$ cat config.mk
export PLATFORM = sky130hd
export DESIGN_NAME = n_queens_solution_counter_flat
export DESIGN_NICKNAME = d
export VERILOG_FILES = /design/src/nqsc_pkg.sv /design/src/nqsc_in_if.sv /design/src/nqsc_out_if.sv /design/src/nqsc_marks.sv /design/src/nqsc_col_stack.sv /design/src/nqsc_seq.sv /design/src/n_queens_solution_counter.sv /design/src/flat_wrapper.sv
export SDC_FILE = /design/constraint.sdc
export NUM_CORES = 1
export LEC_CHECK = 0
export ABC_AREA = 1
export BUFFER_PORTS_ARGS = -buffer_cell sky130_fd_sc_hd__buf_2
export CORE_UTILIZATION = 55
export CTS_BUF_LIST = sky130_fd_sc_hd__clkbuf_4 sky130_fd_sc_hd__clkbuf_8 sky130_fd_sc_hd__clkbuf_16
export DETAILED_ROUTE_END_ITERATION = 6
export GPL_ROUTABILITY_DRIVEN = 1
export PLACE_DENSITY = 0.72
export SYNTH_ARGS = -nofsm -noshare
export SYNTH_HDL_FRONTEND = slang
export SYNTH_SLANG_ARGS = --single-unit
$ cat constraint.sdc
create_clock -name i_clk -period 6.05 [get_ports i_clk]
set_clock_uncertainty 0.1 [all_clocks]
set_input_delay 0.9075 -clock i_clk [delete_from_list [all_inputs] [get_ports i_clk]]
set_output_delay 0.9075 -clock i_clk [all_outputs]
set_load 0.02 [all_outputs]
$ cat src/nqsc_pkg.sv
// shared constants and types for the n-queens solution counter
`default_nettype none

package nqsc_pkg;

    // default largest board the search hardware supports
    localparam int MAX_BOARD_DEF = 16;

    // configuration port geometry
    localparam int CFG_IDX_W  = 1;
    localparam int CFG_DATA_W = 5;

    // register field widths and result width
    localparam int FIELD_W = 5;
    localparam int COUNT_W = 32;

    typedef logic [CFG_IDX_W-1:0]  t_cfg_idx;
    typedef logic [CFG_DATA_W-1:0] t_cfg_data;
    typedef logic [FIELD_W-1:0]    t_field;
    typedef logic [COUNT_W-1:0]    t_count;

    // register indexes
    localparam t_cfg_idx REG_BOARD_SIZE    = 1'b0;
    localparam t_cfg_idx REG_QUEENS_WANTED = 1'b1;

    // reset values of the registers
    localparam t_field BOARD_SIZE_RST    = 5'd8;
    localparam t_field QUEENS_WANTED_RST = 5'd8;

    // saturation value of the solution count
    localparam t_count COUNT_MAX = '1;

endpackage

`default_nettype wire

$ cat src/nqsc_in_if.sv
// start word channel of the n-queens solution counter
`default_nettype none

interface nqsc_in_if;
    logic valid;
    logic ready;
    logic start_search;

    modport source (output valid, output start_search, input ready);
    modport sink   (input valid, input start_search, output ready);
endinterface

`default_nettype wire

$ cat src/nqsc_out_if.sv
// result word channel of the n-queens solution counter
`default_nettype none

interface nqsc_out_if;
    logic                 valid;
    logic                 ready;
    logic [31:0]          solution_count;
    logic                 count_saturated;

    modport source (output valid, output solution_count, output count_saturated, input ready);
    modport sink   (input valid, input solution_count, input count_saturated, output ready);
endinterface

`default_nettype wire

$ cat src/nqsc_marks.sv
// column, diagonal and anti-diagonal occupancy masks with shared index unit
`default_nettype none

module nqsc_marks #(
    parameter int MAX_BOARD = nqsc_pkg::MAX_BOARD_DEF
) (
    input  wire logic                                   i_clk,
    input  wire logic                                   i_rst_n,
    input  wire logic [((MAX_BOARD > 1) ? $clog2(MAX_BOARD) : 1)-1:0] i_row,
    input  wire logic [$clog2(MAX_BOARD + 1)-1:0]       i_col,
    input  wire logic [$clog2(MAX_BOARD + 1)-1:0]       i_n,
    input  wire logic                                   i_toggle,
    output logic                                        o_free
);

    localparam int DMW = 2 * MAX_BOARD - 1;
    localparam int DW  = (DMW > 1) ? $clog2(DMW) : 1;

    logic [MAX_BOARD-1:0] r_cols;
    logic [DMW-1:0]       r_diag;
    logic [DMW-1:0]       r_anti;

    logic [DW-1:0]        diag_idx;
    logic [DW-1:0]        anti_idx;
    logic [MAX_BOARD-1:0] col_oh;
    logic [DMW-1:0]       diag_oh;
    logic [DMW-1:0]       anti_oh;

    // square indexes: diagonal is row + n - 1 - col, anti-diagonal row + col
    assign diag_idx = DW'(int'(i_row) + int'(i_n) - 1 - int'(i_col));
    assign anti_idx = DW'(int'(i_row) + int'(i_col));

    // one-hot selects; an index past the end of a mask shifts out to zero
    assign col_oh  = MAX_BOARD'(1) << i_col;
    assign diag_oh = DMW'(1) << diag_idx;
    assign anti_oh = DMW'(1) << anti_idx;

    // square is free when none of its three lines is taken
    assign o_free = ((r_cols & col_oh) == '0) && ((r_diag & diag_oh) == '0)
                    && ((r_anti & anti_oh) == '0);

    // place or lift a queen by toggling its three marks
    always_ff @(posedge i_clk) begin
        if (!i_rst_n) begin
            r_cols <= '0;
            r_diag <= '0;
            r_anti <= '0;
        end else if (i_toggle) begin
            r_cols <= r_cols ^ col_oh;
            r_diag <= r_diag ^ diag_oh;
            r_anti <= r_anti ^ anti_oh;
        end
    end

    // every placed queen holds exactly one mark in each mask
    a_diag_count: assert property (@(posedge i_clk) disable iff (!i_rst_n)
        $countones(r_cols) == $countones(r_diag))
        else $error("column and diagonal mark counts differ");

    a_anti_count: assert property (@(posedge i_clk) disable iff (!i_rst_n)
        $countones(r_cols) == $countones(r_anti))
        else $error("column and anti-diagonal mark counts differ");

    // a toggle always lands on a real column
    a_toggle_col: assert property (@(posedge i_clk) disable iff (!i_rst_n)
        i_toggle |-> (int'(i_col) < int'(i_n)))
        else $error("mark toggle outside the board");

endmodule

`default_nettype wire

$ cat src/nqsc_col_stack.sv
// stack of placed column per row
`default_nettype none

module nqsc_col_stack #(
    parameter int MAX_BOARD = nqsc_pkg::MAX_BOARD_DEF
) (
    input  wire logic                                   i_clk,
    input  wire logic                                   i_we,
    input  wire logic [((MAX_BOARD > 1) ? $clog2(MAX_BOARD) : 1)-1:0] i_waddr,
    input  wire logic [$clog2(MAX_BOARD + 1)-1:0]       i_wdata,
    input  wire logic [((MAX_BOARD > 1) ? $clog2(MAX_BOARD) : 1)-1:0] i_raddr,
    output logic [$clog2(MAX_BOARD + 1)-1:0]            o_rdata
);

    localparam int CW = $clog2(MAX_BOARD + 1);

    logic [CW-1:0] r_cols [MAX_BOARD];
    logic [CW-1:0] r_rdata;

    // push the column of a newly placed row
    always_ff @(posedge i_clk) begin
        if (i_we) begin
            r_cols[i_waddr] <= i_wdata;
        end
    end

    // registered read for the next cycle, a push to the same row passes straight through
    always_ff @(posedge i_clk) begin
        if (i_we && (i_waddr == i_raddr)) begin
            r_rdata <= i_wdata;
        end else begin
            r_rdata <= r_cols[i_raddr];
        end
    end

    // column of the row being lifted on backtrack
    assign o_rdata = r_rdata;

endmodule

`default_nettype wire

$ cat src/nqsc_seq.sv
// search sequencer: depth-first placement, solution count and result register
`default_nettype none

module nqsc_seq #(
    parameter int MAX_BOARD = nqsc_pkg::MAX_BOARD_DEF
) (
    input  wire logic                                   i_clk,
    input  wire logic                                   i_rst_n,
    // start word
    input  wire logic                                   i_req_valid,
    input  wire logic                                   i_start_search,
    output logic                                        o_req_ready,
    // configuration
    input  wire logic [$clog2(MAX_BOARD + 1)-1:0]       i_n,
    input  wire nqsc_pkg::t_field                       i_q,
    // mark unit
    output logic [((MAX_BOARD > 1) ? $clog2(MAX_BOARD) : 1)-1:0] o_mk_row,
    output logic [$clog2(MAX_BOARD + 1)-1:0]            o_mk_col,
    output logic                                        o_mk_toggle,
    input  wire logic                                   i_mk_free,
    // column stack
    output logic                                        o_st_we,
    output logic [((MAX_BOARD > 1) ? $clog2(MAX_BOARD) : 1)-1:0] o_st_waddr,
    output logic [$clog2(MAX_BOARD + 1)-1:0]            o_st_wdata,
    output logic [((MAX_BOARD > 1) ? $clog2(MAX_BOARD) : 1)-1:0] o_st_raddr,
    input  wire logic [$clog2(MAX_BOARD + 1)-1:0]       i_st_rdata,
    // result word
    output logic                                        o_res_valid,
    input  wire logic                                   i_res_ready,
    output nqsc_pkg::t_count                            o_count,
    output logic                                        o_saturated
);

    localparam int RW = (MAX_BOARD > 1) ? $clog2(MAX_BOARD) : 1;
    localparam int CW = $clog2(MAX_BOARD + 1);

    typedef enum logic [2:0] {
        ST_IDLE = 3'b001,
        ST_RUN  = 3'b010,
        ST_DONE = 3'b100
    } t_state;

    t_state           r_state, n_state;
    logic [RW-1:0]    r_row, n_row;
    logic [CW-1:0]    r_col, n_col;
    nqsc_pkg::t_count r_total, n_total;
    logic             r_out_valid;
    nqsc_pkg::t_count r_out_count;
    logic             r_out_sat;

    logic             accept;
    logic             col_end;
    logic             last_row;
    logic             out_free;
    logic             load_out;

    assign o_req_ready = (r_state == ST_IDLE);
    assign accept      = i_req_valid && o_req_ready;
    assign col_end     = int'(r_col) >= int'(i_n);
    assign last_row    = (int'(r_row) + 1) == int'(i_q);
    assign out_free    = !r_out_valid || i_res_ready;
    assign load_out    = (r_state == ST_DONE) && out_free;

    // stack is pushed at the current row; the read addresses the row above the next row
    assign o_st_waddr = r_row;
    assign o_st_wdata = r_col;
    assign o_st_raddr = n_row - RW'(1);

    // one search step per cycle
    always_comb begin
        n_state     = r_state;
        n_row       = r_row;
        n_col       = r_col;
        n_total     = r_total;
        o_mk_row    = r_row;
        o_mk_col    = r_col;
        o_mk_toggle = 1'b0;
        o_st_we     = 1'b0;
        case (r_state)
            ST_IDLE: begin
                if (accept) begin
                    n_row = '0;
                    n_col = '0;
                    if (!i_start_search) begin
                        n_state = ST_DONE;
                    end else if (i_q == '0) begin
                        n_total = nqsc_pkg::t_count'(1);
                        n_state = ST_DONE;
                    end else if (int'(i_q) > int'(i_n)) begin
                        n_total = '0;
                        n_state = ST_DONE;
                    end else begin
                        n_total = '0;
                        n_state = ST_RUN;
                    end
                end
            end
            ST_RUN: begin
                if (col_end) begin
                    if (r_row == '0) begin
                        n_state = ST_DONE;
                    end else begin
                        // backtrack: lift the queen of the row above
                        o_mk_row    = r_row - RW'(1);
                        o_mk_col    = i_st_rdata;
                        o_mk_toggle = 1'b1;
                        n_row       = r_row - RW'(1);
                        n_col       = i_st_rdata + CW'(1);
                    end
                end else if (i_mk_free) begin
                    if (last_row) begin
                        if (r_total != nqsc_pkg::COUNT_MAX) begin
                            n_total = r_total + nqsc_pkg::t_count'(1);
                        end
                        n_col = r_col + CW'(1);
                    end else begin
                        // place and descend
                        o_mk_toggle = 1'b1;
                        o_st_we     = 1'b1;
                        n_row       = r_row + RW'(1);
                        n_col       = '0;
                    end
                end else begin
                    n_col = r_col + CW'(1);
                end
            end
            ST_DONE: begin
                if (out_free) begin
                    n_state = ST_IDLE;
                end
            end
            default: begin
                n_state = ST_IDLE;
            end
        endcase
    end

    // control registers
    always_ff @(posedge i_clk) begin
        if (!i_rst_n) begin
            r_state     <= ST_IDLE;
            r_row       <= '0;
            r_col       <= '0;
            r_total     <= '0;
            r_out_valid <= 1'b0;
        end else begin
            r_state <= n_state;
            r_row   <= n_row;
            r_col   <= n_col;
            r_total <= n_total;
            if (load_out) begin
                r_out_valid <= 1'b1;
            end else if (i_res_ready) begin
                r_out_valid <= 1'b0;
            end
        end
    end

    // result word register
    always_ff @(posedge i_clk) begin
        if (load_out) begin
            r_out_count <= r_total;
            r_out_sat   <= (r_total == nqsc_pkg::COUNT_MAX);
        end
    end

    assign o_res_valid = r_out_valid;
    assign o_count     = r_out_count;
    assign o_saturated = r_out_sat;

    // the search never descends past the last wanted row
    a_row_bound: assert property (@(posedge i_clk) disable iff (!i_rst_n)
        (r_state == ST_RUN) |-> (int'(r_row) < int'(i_q)))
        else $error("search row beyond wanted queens");

    // exhausting row zero ends the search
    a_search_end: assert property (@(posedge i_clk) disable iff (!i_rst_n)
        (r_state == ST_RUN && col_end && r_row == '0) |=> (r_state == ST_DONE))
        else $error("search did not finish after row zero exhausted");

    // count only grows while searching
    a_count_grows: assert property (@(posedge i_clk) disable iff (!i_rst_n)
        (r_state == ST_RUN && $past(r_state == ST_RUN)) |-> (r_total >= $past(r_total)))
        else $error("solution count decreased during search");

    // flag agrees with the count it is sent with
    a_sat_flag: assert property (@(posedge i_clk) disable iff (!i_rst_n)
        r_out_valid |-> (r_out_sat == (r_out_count == nqsc_pkg::COUNT_MAX)))
        else $error("saturation flag disagrees with count");

endmodule

`default_nettype wire

$ cat src/n_queens_solution_counter.sv
// n-queens solution counter top level: config registers and search core
//
// Usage: a word on i_req with start_search set runs a full depth-first
// n-queens search on the board_size and queens_wanted registers; one result
// word (solution_count, count_saturated) leaves on o_rsp for every request.
// A request with start_search clear returns the count of the last search.
// Registers are written on i_cfg_we (index 0 board_size, 1 queens_wanted);
// the user must write them only while no request is in flight, which the
// block itself does not enforce; the next search picks them up. Steps: the
// request is taken in the idle state, the search tries one column or makes
// one backtrack per step in the search tree, and the count then moves into
// the output register. The single mark unit checks or toggles one square a
// cycle. i_req.ready is high only while no search is running.
// A result word waiting on o_rsp does not block the next request; a finished
// search then holds until the output register is free.
// Reset clears all masks, the count and the output valid and loads the
// registers with eight; it needs no clearing pass.
`default_nettype none

module n_queens_solution_counter #(
    parameter int MAX_BOARD = nqsc_pkg::MAX_BOARD_DEF
) (
    input  wire logic                i_clk,
    input  wire logic                i_rst_n,
    nqsc_in_if.sink                  i_req,
    nqsc_out_if.source               o_rsp,
    input  wire logic                i_cfg_we,
    input  wire nqsc_pkg::t_cfg_idx  i_cfg_idx,
    input  wire nqsc_pkg::t_cfg_data i_cfg_data
);

    localparam int RW = (MAX_BOARD > 1) ? $clog2(MAX_BOARD) : 1;
    localparam int CW = $clog2(MAX_BOARD + 1);

    nqsc_pkg::t_field r_board_size;
    nqsc_pkg::t_field r_queens_wanted;
    logic [CW-1:0]    n_eff;

    logic [RW-1:0]    mk_row;
    logic [CW-1:0]    mk_col;
    logic             mk_toggle;
    logic             mk_free;
    logic             st_we;
    logic [RW-1:0]    st_waddr;
    logic [CW-1:0]    st_wdata;
    logic [RW-1:0]    st_raddr;
    logic [CW-1:0]    st_rdata;

    // configuration registers
    always_ff @(posedge i_clk) begin
        if (!i_rst_n) begin
            r_board_size    <= nqsc_pkg::BOARD_SIZE_RST;
            r_queens_wanted <= nqsc_pkg::QUEENS_WANTED_RST;
        end else if (i_cfg_we) begin
            case (i_cfg_idx)
                nqsc_pkg::REG_BOARD_SIZE:    r_board_size    <= i_cfg_data;
                nqsc_pkg::REG_QUEENS_WANTED: r_queens_wanted <= i_cfg_data;
                default: begin
                end
            endcase
        end
    end

    // board size limited to what the masks hold
    assign n_eff = (int'(r_board_size) > MAX_BOARD) ? CW'(MAX_BOARD) : CW'(r_board_size);

    nqsc_seq #(
        .MAX_BOARD (MAX_BOARD)
    ) u_seq (
        .i_clk          (i_clk),
        .i_rst_n        (i_rst_n),
        .i_req_valid    (i_req.valid),
        .i_start_search (i_req.start_search),
        .o_req_ready    (i_req.ready),
        .i_n            (n_eff),
        .i_q            (r_queens_wanted),
        .o_mk_row       (mk_row),
        .o_mk_col       (mk_col),
        .o_mk_toggle    (mk_toggle),
        .i_mk_free      (mk_free),
        .o_st_we        (st_we),
        .o_st_waddr     (st_waddr),
        .o_st_wdata     (st_wdata),
        .o_st_raddr     (st_raddr),
        .i_st_rdata     (st_rdata),
        .o_res_valid    (o_rsp.valid),
        .i_res_ready    (o_rsp.ready),
        .o_count        (o_rsp.solution_count),
        .o_saturated    (o_rsp.count_saturated)
    );

    nqsc_marks #(
        .MAX_BOARD (MAX_BOARD)
    ) u_marks (
        .i_clk    (i_clk),
        .i_rst_n  (i_rst_n),
        .i_row    (mk_row),
        .i_col    (mk_col),
        .i_n      (n_eff),
        .i_toggle (mk_toggle),
        .o_free   (mk_free)
    );

    nqsc_col_stack #(
        .MAX_BOARD (MAX_BOARD)
    ) u_stack (
        .i_clk   (i_clk),
        .i_we    (st_we),
        .i_waddr (st_waddr),
        .i_wdata (st_wdata),
        .i_raddr (st_raddr),
        .o_rdata (st_rdata)
    );

endmodule

`default_nettype wire
$ cat src/flat_wrapper.sv
// flat-port wrapper written by rule: the top's interface ports become plain ports
module n_queens_solution_counter_flat 
#(
    parameter int MAX_BOARD = nqsc_pkg::MAX_BOARD_DEF
)
  (i_clk, i_rst_n, i_cfg_we, i_cfg_idx, i_cfg_data, i_req_valid, i_req_start_search, i_req_ready, o_rsp_valid, o_rsp_solution_count, o_rsp_count_saturated, o_rsp_ready);
  nqsc_in_if i_req_i ();
  nqsc_out_if o_rsp_i ();
  input  wire logic i_clk;
  input  wire logic i_rst_n;
  input  wire logic i_cfg_we;
  input  wire nqsc_pkg::t_cfg_idx i_cfg_idx;
  input  wire nqsc_pkg::t_cfg_data i_cfg_data;
  input wire logic [$bits(i_req_i.valid)-1:0] i_req_valid;
  input wire logic [$bits(i_req_i.start_search)-1:0] i_req_start_search;
  output wire logic [$bits(i_req_i.ready)-1:0] i_req_ready;
  output wire logic [$bits(o_rsp_i.valid)-1:0] o_rsp_valid;
  output wire logic [$bits(o_rsp_i.solution_count)-1:0] o_rsp_solution_count;
  output wire logic [$bits(o_rsp_i.count_saturated)-1:0] o_rsp_count_saturated;
  input wire logic [$bits(o_rsp_i.ready)-1:0] o_rsp_ready;
  assign i_req_i.valid = i_req_valid;
  assign i_req_i.start_search = i_req_start_search;
  assign i_req_ready = i_req_i.ready;
  assign o_rsp_valid = o_rsp_i.valid;
  assign o_rsp_solution_count = o_rsp_i.solution_count;
  assign o_rsp_count_saturated = o_rsp_i.count_saturated;
  assign o_rsp_i.ready = o_rsp_ready;
  n_queens_solution_counter #(.MAX_BOARD(MAX_BOARD)) u_core (.i_clk(i_clk), .i_rst_n(i_rst_n), .i_req(i_req_i), .o_rsp(o_rsp_i), .i_cfg_we(i_cfg_we), .i_cfg_idx(i_cfg_idx), .i_cfg_data(i_cfg_data));
endmodule
==> flow_summary.ini, run 1 <==
[synthesis]
yosysTopAreaCellShare_pct = 25.7
yosysSeqAreaShare_pct = 46.4
synth_cell_types = 43
netlist.top_cell.by_area = edfxtp_1
syn-mean-instance-area_sq_um = 8.25
synth_nets = 1726
ys_warn_count = 0
synth_top_cells_by_area = edfxtp_1, dfxtp_1, nor2_1, ha_1, nand2_1
syn_area_sq_um = 13200
ys_ff_latch = 250
postSynthCellCount = 1602

[critical_path]
crit_required_ns = 6.21
cp_num_buf_inv = 7
cp_max_fo = 5
critPathLaunchType = register
cp_top_family = simple AND/OR/NAND/NOR gates
cp-end-kind = register
path_class = reg2reg
cp_common_cell = nor2_1
worst-path-stages = 35
cp_slowest_stage_delay_ns = 0.58
rr_worst_depth = 35
slowest_stage = fa_2
cp.arrival_ns = 6.09

[clocking]
cts.sinks = 250
clkLatencyLatePin_ns = 0.55
clk_pin_slew_ns = 0.06
cts_hold_buf = 0
ctsHtreeMaxLevel = 1
clockRootBuffer = clkbuf_16
clock_path_buffers = 3
numCtsBuffers = 27
tritoncts = done

[final_layout]
mostFrequentLayoutCell = nor2_1
diodes = 0
layout_common_cells = nor2_1, nand2_1, dfxtp_1, inv_1
final_nets = 1849
drive_gt1_share_pct = 18.2
syn_to_final_growth_pct = 21.6
post-route-util_pct = 68.3

[sta]
fin_crit_sh_pct = 98.0
relSlewSlack_pct = 32.0
rsz0062_at_grt = true
finalSetupViolCount = 0
max_freq_mhz = 169
fin_tns_setup_ns = 0
worst-slew-pin-transition_ns = 1.02
min_period_ns = 5.93
hold_viol = 0
slew_viol_final = 0

[placed_design]
gp_congestion = 0.919
placement.io_buffers = 46
place_hpwl_um = 21000

[floorplanning]
rows = 56
io_pins = 47
die_area_sq_um = 24600
die_h_um = 157
core-area_sq_um = 23500
dieWidth_um = 157
initial_core_util_pct = 56.1

[global_route]
grt_max_degree = 95
grt_pass1_vias = 10544
grt-ovfl-total = 0
track_usage_pct = 25.7
grt_pass1_wl_um = 50500
antenna_found_initial = 0

[power]
powerDensity_nw_per_um2 = 271
p_leak_nw = 6.87
vdd_drop_max_uv = 230

[detailed_routing]
dr.first_iter.drc_count = 683
ant_nets = 0
via_per_inst = 5.50
vias = 11363
wl_per_cell_um = 16.0
drt-total-wl_um = 33000
first_pass_iters = 6
drc = 0

[min_path]
holdCritPathClass = reg2reg
hold_depth = 2

[run]
cap_violations = 0

[status]
status = finished clean
## cell usage after synthesis
cell / n
dfxtp_1: 137
xnor2_2: 1
xor2_1: 10
xor2_4: 1
nor3b_1: 1
nor3_4: 1
nor2_8: 1
o21ai_1: 2
edfxtp_1: 113
nand3b_1: 2
fa_1: 6
and3_1: 1
nor2_1: 377
nor4_1: 8
inv_1: 136
o211ai_1: 28
a21oi_1: 68
buf_6: 7
nand2_2: 1
or2_2: 4
o21ai_0: 119
clkbuf_1: 34
nand3_1: 89
nor3_1: 35
buf_1: 1
nand2_1: 223
nand4_1: 32
xnor2_1: 15
o31ai_1: 1
clkinv_1: 1
o21ai_2: 1
nor3_2: 1
buf_2: 12
a31oi_1: 4
o22ai_1: 3
ha_1: 106
nand2_4: 1
buf_4: 6
inv_2: 7
nor2_2: 1
o21bai_1: 3
o21ai_4: 1
nor2_4: 1
## area by class of cell
class                           instances  area (sq um)
Fill cell                            1881          7470
Inverter                              144           573
Timing Repair Buffer                  151          1260
Clock inverter                         13           179
Clock buffer                           37           769
Sequential cell                       250          6140
Multi-Input combinational cell       1150          6740
Tap cell                              319           399
Timing Repair inverter                  1          7.51
## worst paths after layout
| path | slack (ns) | end | from |
|---|---|---|---|
| hold / removal | 0.39 | u_core.u_marks.r_anti[19] | u_core.u_marks.r_anti[19] |
| hold reg to reg | 0.39 | u_core.u_marks.r_anti[19] | u_core.u_marks.r_anti[19] |
| setup reg to reg | 0.12 | u_core.u_stack.r_cols[5][3] | u_core.r_board_size[3] |
| setup / recovery | 0.12 | u_core.u_stack.r_cols[5][3] | u_core.r_board_size[3] |
## sequential cells by signal, indices dropped and copies added, names as in the netlist, 5 cells and up, named ones only
name / flops
u_core.u_marks.r_anti: 31
u_core.r_board_size: 5
u_core.u_stack.r_cols: 80
u_core.u_marks.r_diag: 31
u_core.u_marks.r_cols: 16
u_core.u_seq.o_st_wdata: 5
u_core.u_seq.o_count: 32
u_core.u_seq.r_total: 32
u_core.r_queens_wanted: 5
## tightest hold or removal path, stage by stage, from the launching register on
cell	delay, ns
dfxtp_1	0.33
nor2_1	0.05
nor2_1	0.08
## through the flow
step	cell area (sq um)	power, W	setup slack [ns]	hold slack (ns)	instances
after floorplan	13200	0.00229	0.000566	0.345	1602
after global placement	14200	0.00246	-0.0402	0.368	1984
after detailed placement	14200	0.00247	-0.173	0.375	1984
after CTS	15300	0.00423	0.00934	0.385	2041
after global routing	16100	0.00453	-0.192	0.416	2065
final	16100	0.00436	0.122	0.389	2065
## metal layers
metal | global-route usage [%] | wire length [um] | vias to the layer above
li1 | - | - | 5598
met4 | 11.1 | 1370 | 0
met3 | 2.81 | 1860 | 103
met5 | 0 | 0 | -
met1 | 31.8 | 13400 | 5259
met2 | 45.4 | 16300 | 403
## report_power, final
part | switching (W) | internal (W) | total [W]
logic | 0.000490 | 0.000299 | 0.000788
registers | 0.0000320 | 0.00181 | 0.00185
clock network | 0.000660 | 0.00106 | 0.00172
## cell families after synthesis
group	after synthesis	share of synthesized area [%]
AO/OA/AOI/OAI	230	9.50
XOR/XNOR	27	1.99
adder cells (fa/ha/maj)	112	10.9
buffers and inverters	204	6.48
flip-flops	250	46.4
AND/OR/NAND/NOR	779	24.7
## what timing repair did
item,CTS,global route
setup endpoints to repair,191,203
pin swaps,2,64
buffers inserted,4,19
cloned,3,5
gates resized for setup,11,141
(Power assumes the default switching activity.)
==> run 2: changes to the inputs <==
ABC_AREA = default   (was 1)
==> run 2 against run 1 <==
The flow now finishes with violations (negative setup slack). Non-clock buffer count up 50. Core utilization up 4.4 points. First-iteration DRC count down 13%. Worst hold slack got worse by 0.032 ns.
==> flow_summary.ini, run 2 <==
[floorplanning]
die_h_um = 153
rows = 54
io_pins = 47
initial_core_util_pct = 56.9
die_area_sq_um = 23500
dieWidth_um = 153
core-area_sq_um = 22100

[final_layout]
largest_register = u_core.u_stack.r_cols
post-route-util_pct = 72.7
drive_gt1_share_pct = 28.4
layout_common_cells = nand2_1, dfxtp_1, edfxtp_1, buf_4, ha_1
diodes = 0
final_nets = 1486
fillers = 1486
syn_to_final_growth_pct = 27.7
largest_reg_flops = 80
mostFrequentLayoutCell = nand2_1
finalNonFillerCells = 1663

[detailed_routing]
dr.first_iter.drc_count = 592
wl_per_cell_um = 19.0
drc = 0
via_per_inst = 5.86
vias = 9749
first_pass_iters = 5
drt-total-wl_um = 31600
ant_nets = 0

[min_path]
holdCritPathClass = reg2reg
hold_depth = 2

[critical_path]
cp_top_family = simple AND/OR/NAND/NOR gates
slowest_stage = mux4_2
cp_common_cell = buf_12
cp_num_buf_inv = 8
rr_worst_depth = 25
cp-end-kind = register
path_class = reg2reg
cp_max_fo = 7
worst-path-stages = 25
cp_slowest_stage_delay_ns = 0.56
crit_required_ns = 6.20
cp.arrival_ns = 6.55
critPathLaunchType = register

[sta]
relSlewSlack_pct = 4.97
max_freq_mhz = 156
hold_viol = 0
min_period_ns = 6.40
slew_viol_final = 0
rsz0062_at_grt = true
setup_slack_ns = -0.351
fin_tns_setup_ns = -51.95
fin_crit_sh_pct = 106
worst-slew-pin-transition_ns = 1.41
finalSetupViolCount = 202

[power]
swShare_pct = 24.4
p_leak_nw = 6.29
seq_power_share_pct = 45.5
switchingPower_w = 0.000966
pwr-share-comb_pct = 11.9
p_int_w = 0.00299
power.total_w = 0.00396
vdd_drop_max_uv = 198
powerDensity_nw_per_um2 = 246
p_clk_share_pct = 42.6

[placed_design]
place_hpwl_um = 19700
placement.io_buffers = 46
dp_cells = 1575
gp_congestion = 0.877

[clocking]
numCtsBuffers = 27
tritoncts = done
clk_pin_slew_ns = 0.06
clock_path_buffers = 3
cts.sinks = 250
clkLatencyLatePin_ns = 0.55
clockRootBuffer = clkbuf_16
ctsHtreeMaxLevel = 1

[synthesis]
yosysTopAreaCellShare_pct = 27.0
synth_nets = 1316
postSynthCellCount = 1192
synth_cell_types = 60
synth_edf_count = 113
syn_area_sq_um = 12600
yosys.cell_count.top_type = nand2_1
yosysSeqAreaShare_pct = 48.8
yosys-top-cells-count = nand2_1, dfxtp_1, edfxtp_1
ys_async_sr_fraction_pct = 0
ys_ff_latch = 250
netlist.top_cell.by_area = edfxtp_1
synth_ff_type = dfxtp_1
ys_warn_count = 0
syn-mean-instance-area_sq_um = 10.6
synth_top_cells_by_area = edfxtp_1, dfxtp_1, ha_1, nand2_1, a21boi_0

[global_route]
antenna_found_initial = 0
grt_max_degree = 103
grt_pass1_wl_um = 47500
grt-ovfl-total = 0
track_usage_pct = 25.2
grt_pass1_vias = 9154

[status]
violations = negative setup slack
status = finished with violations

[run]
cap_violations = 0
-- run 2: changes by cell type in the layout (fill, tap and decap cells not counted), sizes merged, moves of 25 or more --
cell and delta:
mux4 +25, a21boi +84, a21oi -52, nor3 +33, nand3 -57, o21ai -108
buf +44, nor2 -318, inv -108
-- run 2: kinds of logic after synthesis --
family	after synthesis	share of synthesized area [%]
buffers and inverters	93	2.92
AO/OA/AOI/OAI	176	10.1
AND/OR/NAND/NOR	479	18.0
multiplexers	36	5.47
adder cells (fa/ha/maj)	112	11.5
flip-flops	250	48.8
XOR/XNOR	46	3.20
-- run 2: worst paths after layout --
| check | endpoint | slack, ns | from |
|---|---|---|---|
| setup / recovery | u_core.u_stack.r_cols[11][3] | -0.35 | register |
| setup reg to reg | u_core.u_stack.r_cols[11][3] | -0.35 | register |
| hold / removal | u_core.u_marks.r_cols[11] | 0.36 | u_core.u_marks.r_cols[11] |
| hold reg to reg | u_core.u_marks.r_cols[11] | 0.36 | u_core.u_marks.r_cols[11] |
-- run 2: worst min-delay path, stage by stage, from the launching register on --
cell and delay, ns:
dfxtp_1 0.31, nand2_1 0.05, a21boi_1 0.05
-- run 2: metrics by stage --
step | hold WS [ns] | setup slack [ns] | cell area (sq um)
6_report | 0.357 | -0.351 | 16100
3_3_place_gp | 0.341 | -0.472 | 14200
5_1_grt | 0.372 | -0.575 | 16100
3_5_place_dp | 0.355 | -0.570 | 14200
2_1_floorplan | 0.330 | 0.00801 | 12800
4_1_cts | 0.373 | -0.211 | 15400
-- run 2: final cells by class --
class	count	area (sq um)	share of cell area, %
Clock buffer	31	729	4.54
Clock inverter	19	186	1.16
Inverter	33	124	0.771
Multi-Input combinational cell	849	6660	41.5
Sequential cell	250	6140	38.3
Tap cell	280	350	2.18
Timing Repair Buffer	201	1860	11.6
-- run 2: what timing repair did --
| item | CTS | global route |
|---|---|---|
| gates cloned | 2 | 11 |
| hold buffers | 0 | 0 |
| endpoints found under the setup margin | 203 | 203 |
| gates resized for setup | 47 | 153 |
| buffers inserted | 11 | 15 |
| pin swaps | 27 | 36 |
-- run 2: routing by layer --
layer	up-vias	routed length [um]	GRT usage, %
li1	4644	-	-
met1	4696	13300	33.9
met2	337	15600	41.6
met3	72	1840	4.00
met4	0	943	7.94
met5	-	0	0
-- run 2: power by group through the flow --
stage | registers [W] | clock network, W | logic, W
final | 0.00180 | 0.00169 | 0.000470
after global routing | 0.00180 | 0.00177 | 0.000498
after floorplan | 0.00185 | 0 | 0.000224
after CTS | 0.00180 | 0.00171 | 0.000420
after detailed placement | 0.00184 | 0 | 0.000388
after global placement | 0.00184 | 0 | 0.000382
==> run 3: changes to the inputs <==
SKIP_CTS_REPAIR_TIMING = 1   (was default)
SLEW_MARGIN = 20   (was default)
TNS_END_PERCENT = 30   (was default)
==> run 3 against run 2 <==
The run still ends with negative setup slack left. Via count fell by 3.7%. Largest cell class unchanged. Core utilization is 2.3 points lower. Flip-flop and latch count unchanged. Power fell by 0.76%. Count of clock-buffer cells in the layout unchanged. Setup slack improved by 0.026 ns.
==> flow_summary.ini, run 3 (same netlist as run 2, synthesis figures left out) <==
[power]
p_leak_nw = 6.10
powerDensity_nw_per_um2 = 252
vdd_drop_max_uv = 204
power.total_w = 0.00393

[floorplanning]
io_pins = 47
rows = 54
die_h_um = 153
initial_core_util_pct = 56.9
die_area_sq_um = 23500
dieWidth_um = 153
core-area_sq_um = 22100

[global_route]
grt-ovfl-total = 0
grt_max_degree = 103
grt_pass1_wl_um = 46400
track_usage_pct = 24.5
grt_pass1_vias = 8968
antenna_found_initial = 0

[placed_design]
gp_congestion = 0.877
place_hpwl_um = 19700
dp_slack_ns = -0.570
placement.io_buffers = 46

[final_layout]
largest_register = u_core.u_stack.r_cols
layout_common_cells = nand2_1, dfxtp_1, edfxtp_1, buf_4, ha_1
diodes = 0
post-route-util_pct = 70.4
drive_gt1_share_pct = 25.4
syn_to_final_growth_pct = 23.7
largest_reg_flops = 80
mostFrequentLayoutCell = nand2_1
final_nets = 1464

[sta]
rsz0062_at_grt = true
max_freq_mhz = 157
slew_viol_final = 0
hold_viol = 0
relSlewSlack_pct = 32.5
finalSetupViolCount = 200
fin_crit_sh_pct = 105
worst-slew-pin-transition_ns = 1.01
whs_ns = 0.358
setup_slack_ns = -0.326
min_period_ns = 6.38

[detailed_routing]
drt-total-wl_um = 29700
vias = 9388
ant_nets = 0
wl_per_cell_um = 18.1
dr.first_iter.drc_count = 518
drc = 0
first_pass_iters = 5
via_per_inst = 5.72

[clocking]
ctsHtreeMaxLevel = 1
numCtsBuffers = 27
tritoncts = done
clkLatencyLatePin_ns = 0.54
clk_pin_slew_ns = 0.06
clock_path_buffers = 3
clockRootBuffer = clkbuf_16
cts.sinks = 250

[critical_path]
cp_max_fo = 8
crit_required_ns = 6.21
cp-end-kind = register
path_class = reg2reg
critPathLaunchType = register
cp.arrival_ns = 6.53

[status]
violations = negative setup slack
status = finished with violations

[run]
cap_violations = 0

[min_path]
holdCritPathClass = reg2reg
worstHoldStart = u_core.u_marks.r_cols[11]
==> run 3: cell types whose count changed in the layout (fill, tap and decap cells not counted), moves of 6 or more <==
cell,previous run,this run
clkbuf_16,36,30
buf_8,7,1
a21boi_1,77,70
nand2_1,191,199
a21boi_0,5,14
nand2_2,10,2
==> run 3: power breakdown <==
group	switching, W	leakage (nW)	internal (W)
Combinational	0.000245	3.61	0.000199
Sequential	0.0000161	2.05	0.00178
Clock	0.000688	0.441	0.000994
==> run 3: path summary, 6_finish.rpt <==
check	to	slack (ns)	depth (start not counted)
min	u_core.u_marks.r_cols[11]	0.36	2
min reg2reg	u_core.u_marks.r_cols[11]	0.36	2
max	u_core.u_stack.r_cols[4][3]	-0.33	25
max reg2reg	u_core.u_stack.r_cols[4][3]	-0.33	25
==> run 3: cell type report <==
cell class | count | area, sq um
Clock inverter | 19 | 186
Clock buffer | 31 | 729
Fill cell | 1574 | 6530
Sequential cell | 250 | 6140
Tap cell | 280 | 350
Inverter | 33 | 124
Multi-Input combinational cell | 849 | 6540
Timing Repair Buffer | 179 | 1490
==> run 3: stage by stage <==
stage	cells	setup TNS, ns	area (sq um)
final	1641	-43.29	15600
after global placement	1575	-62.79	14200
after global routing	1641	-82.78	15600
after detailed placement	1575	-78.32	14200
after floorplan	1192	0	12800
after CTS	1625	-91.62	15100
==> run 3: per-layer routing <==
layer | vias up | wire, um | track usage [%]
met3 | 68 | 1580 | 3.23
li1 | 4590 | - | -
met5 | - | 0 | 0
met1 | 4460 | 13000 | 33.7
met4 | 0 | 954 | 7.98
met2 | 270 | 14200 | 40.3
==> run 3: worst max-delay path: stages (launching register included) <==
cell     delay, ns
dfxtp_4       0.38
buf_12        0.15
buf_12        0.11
mux4_2        0.48
mux4_2        0.56
mux2i_4       0.18
inv_2         0.07
fa_2          0.54
inv_2         0.05
ha_4          0.15
a21o_1        0.20
a21oi_4       0.20
xnor2_4       0.21
xnor2_4       0.16
buf_4         0.17
nor3_1        0.06
ha_1          0.19
nor4_2        0.32
buf_4         0.16
nand4_1       0.15
nor4_4        0.35
buf_4         0.19
nand3_4       0.09
or2_4         0.33
nor3b_4       0.28
and2_4        0.24
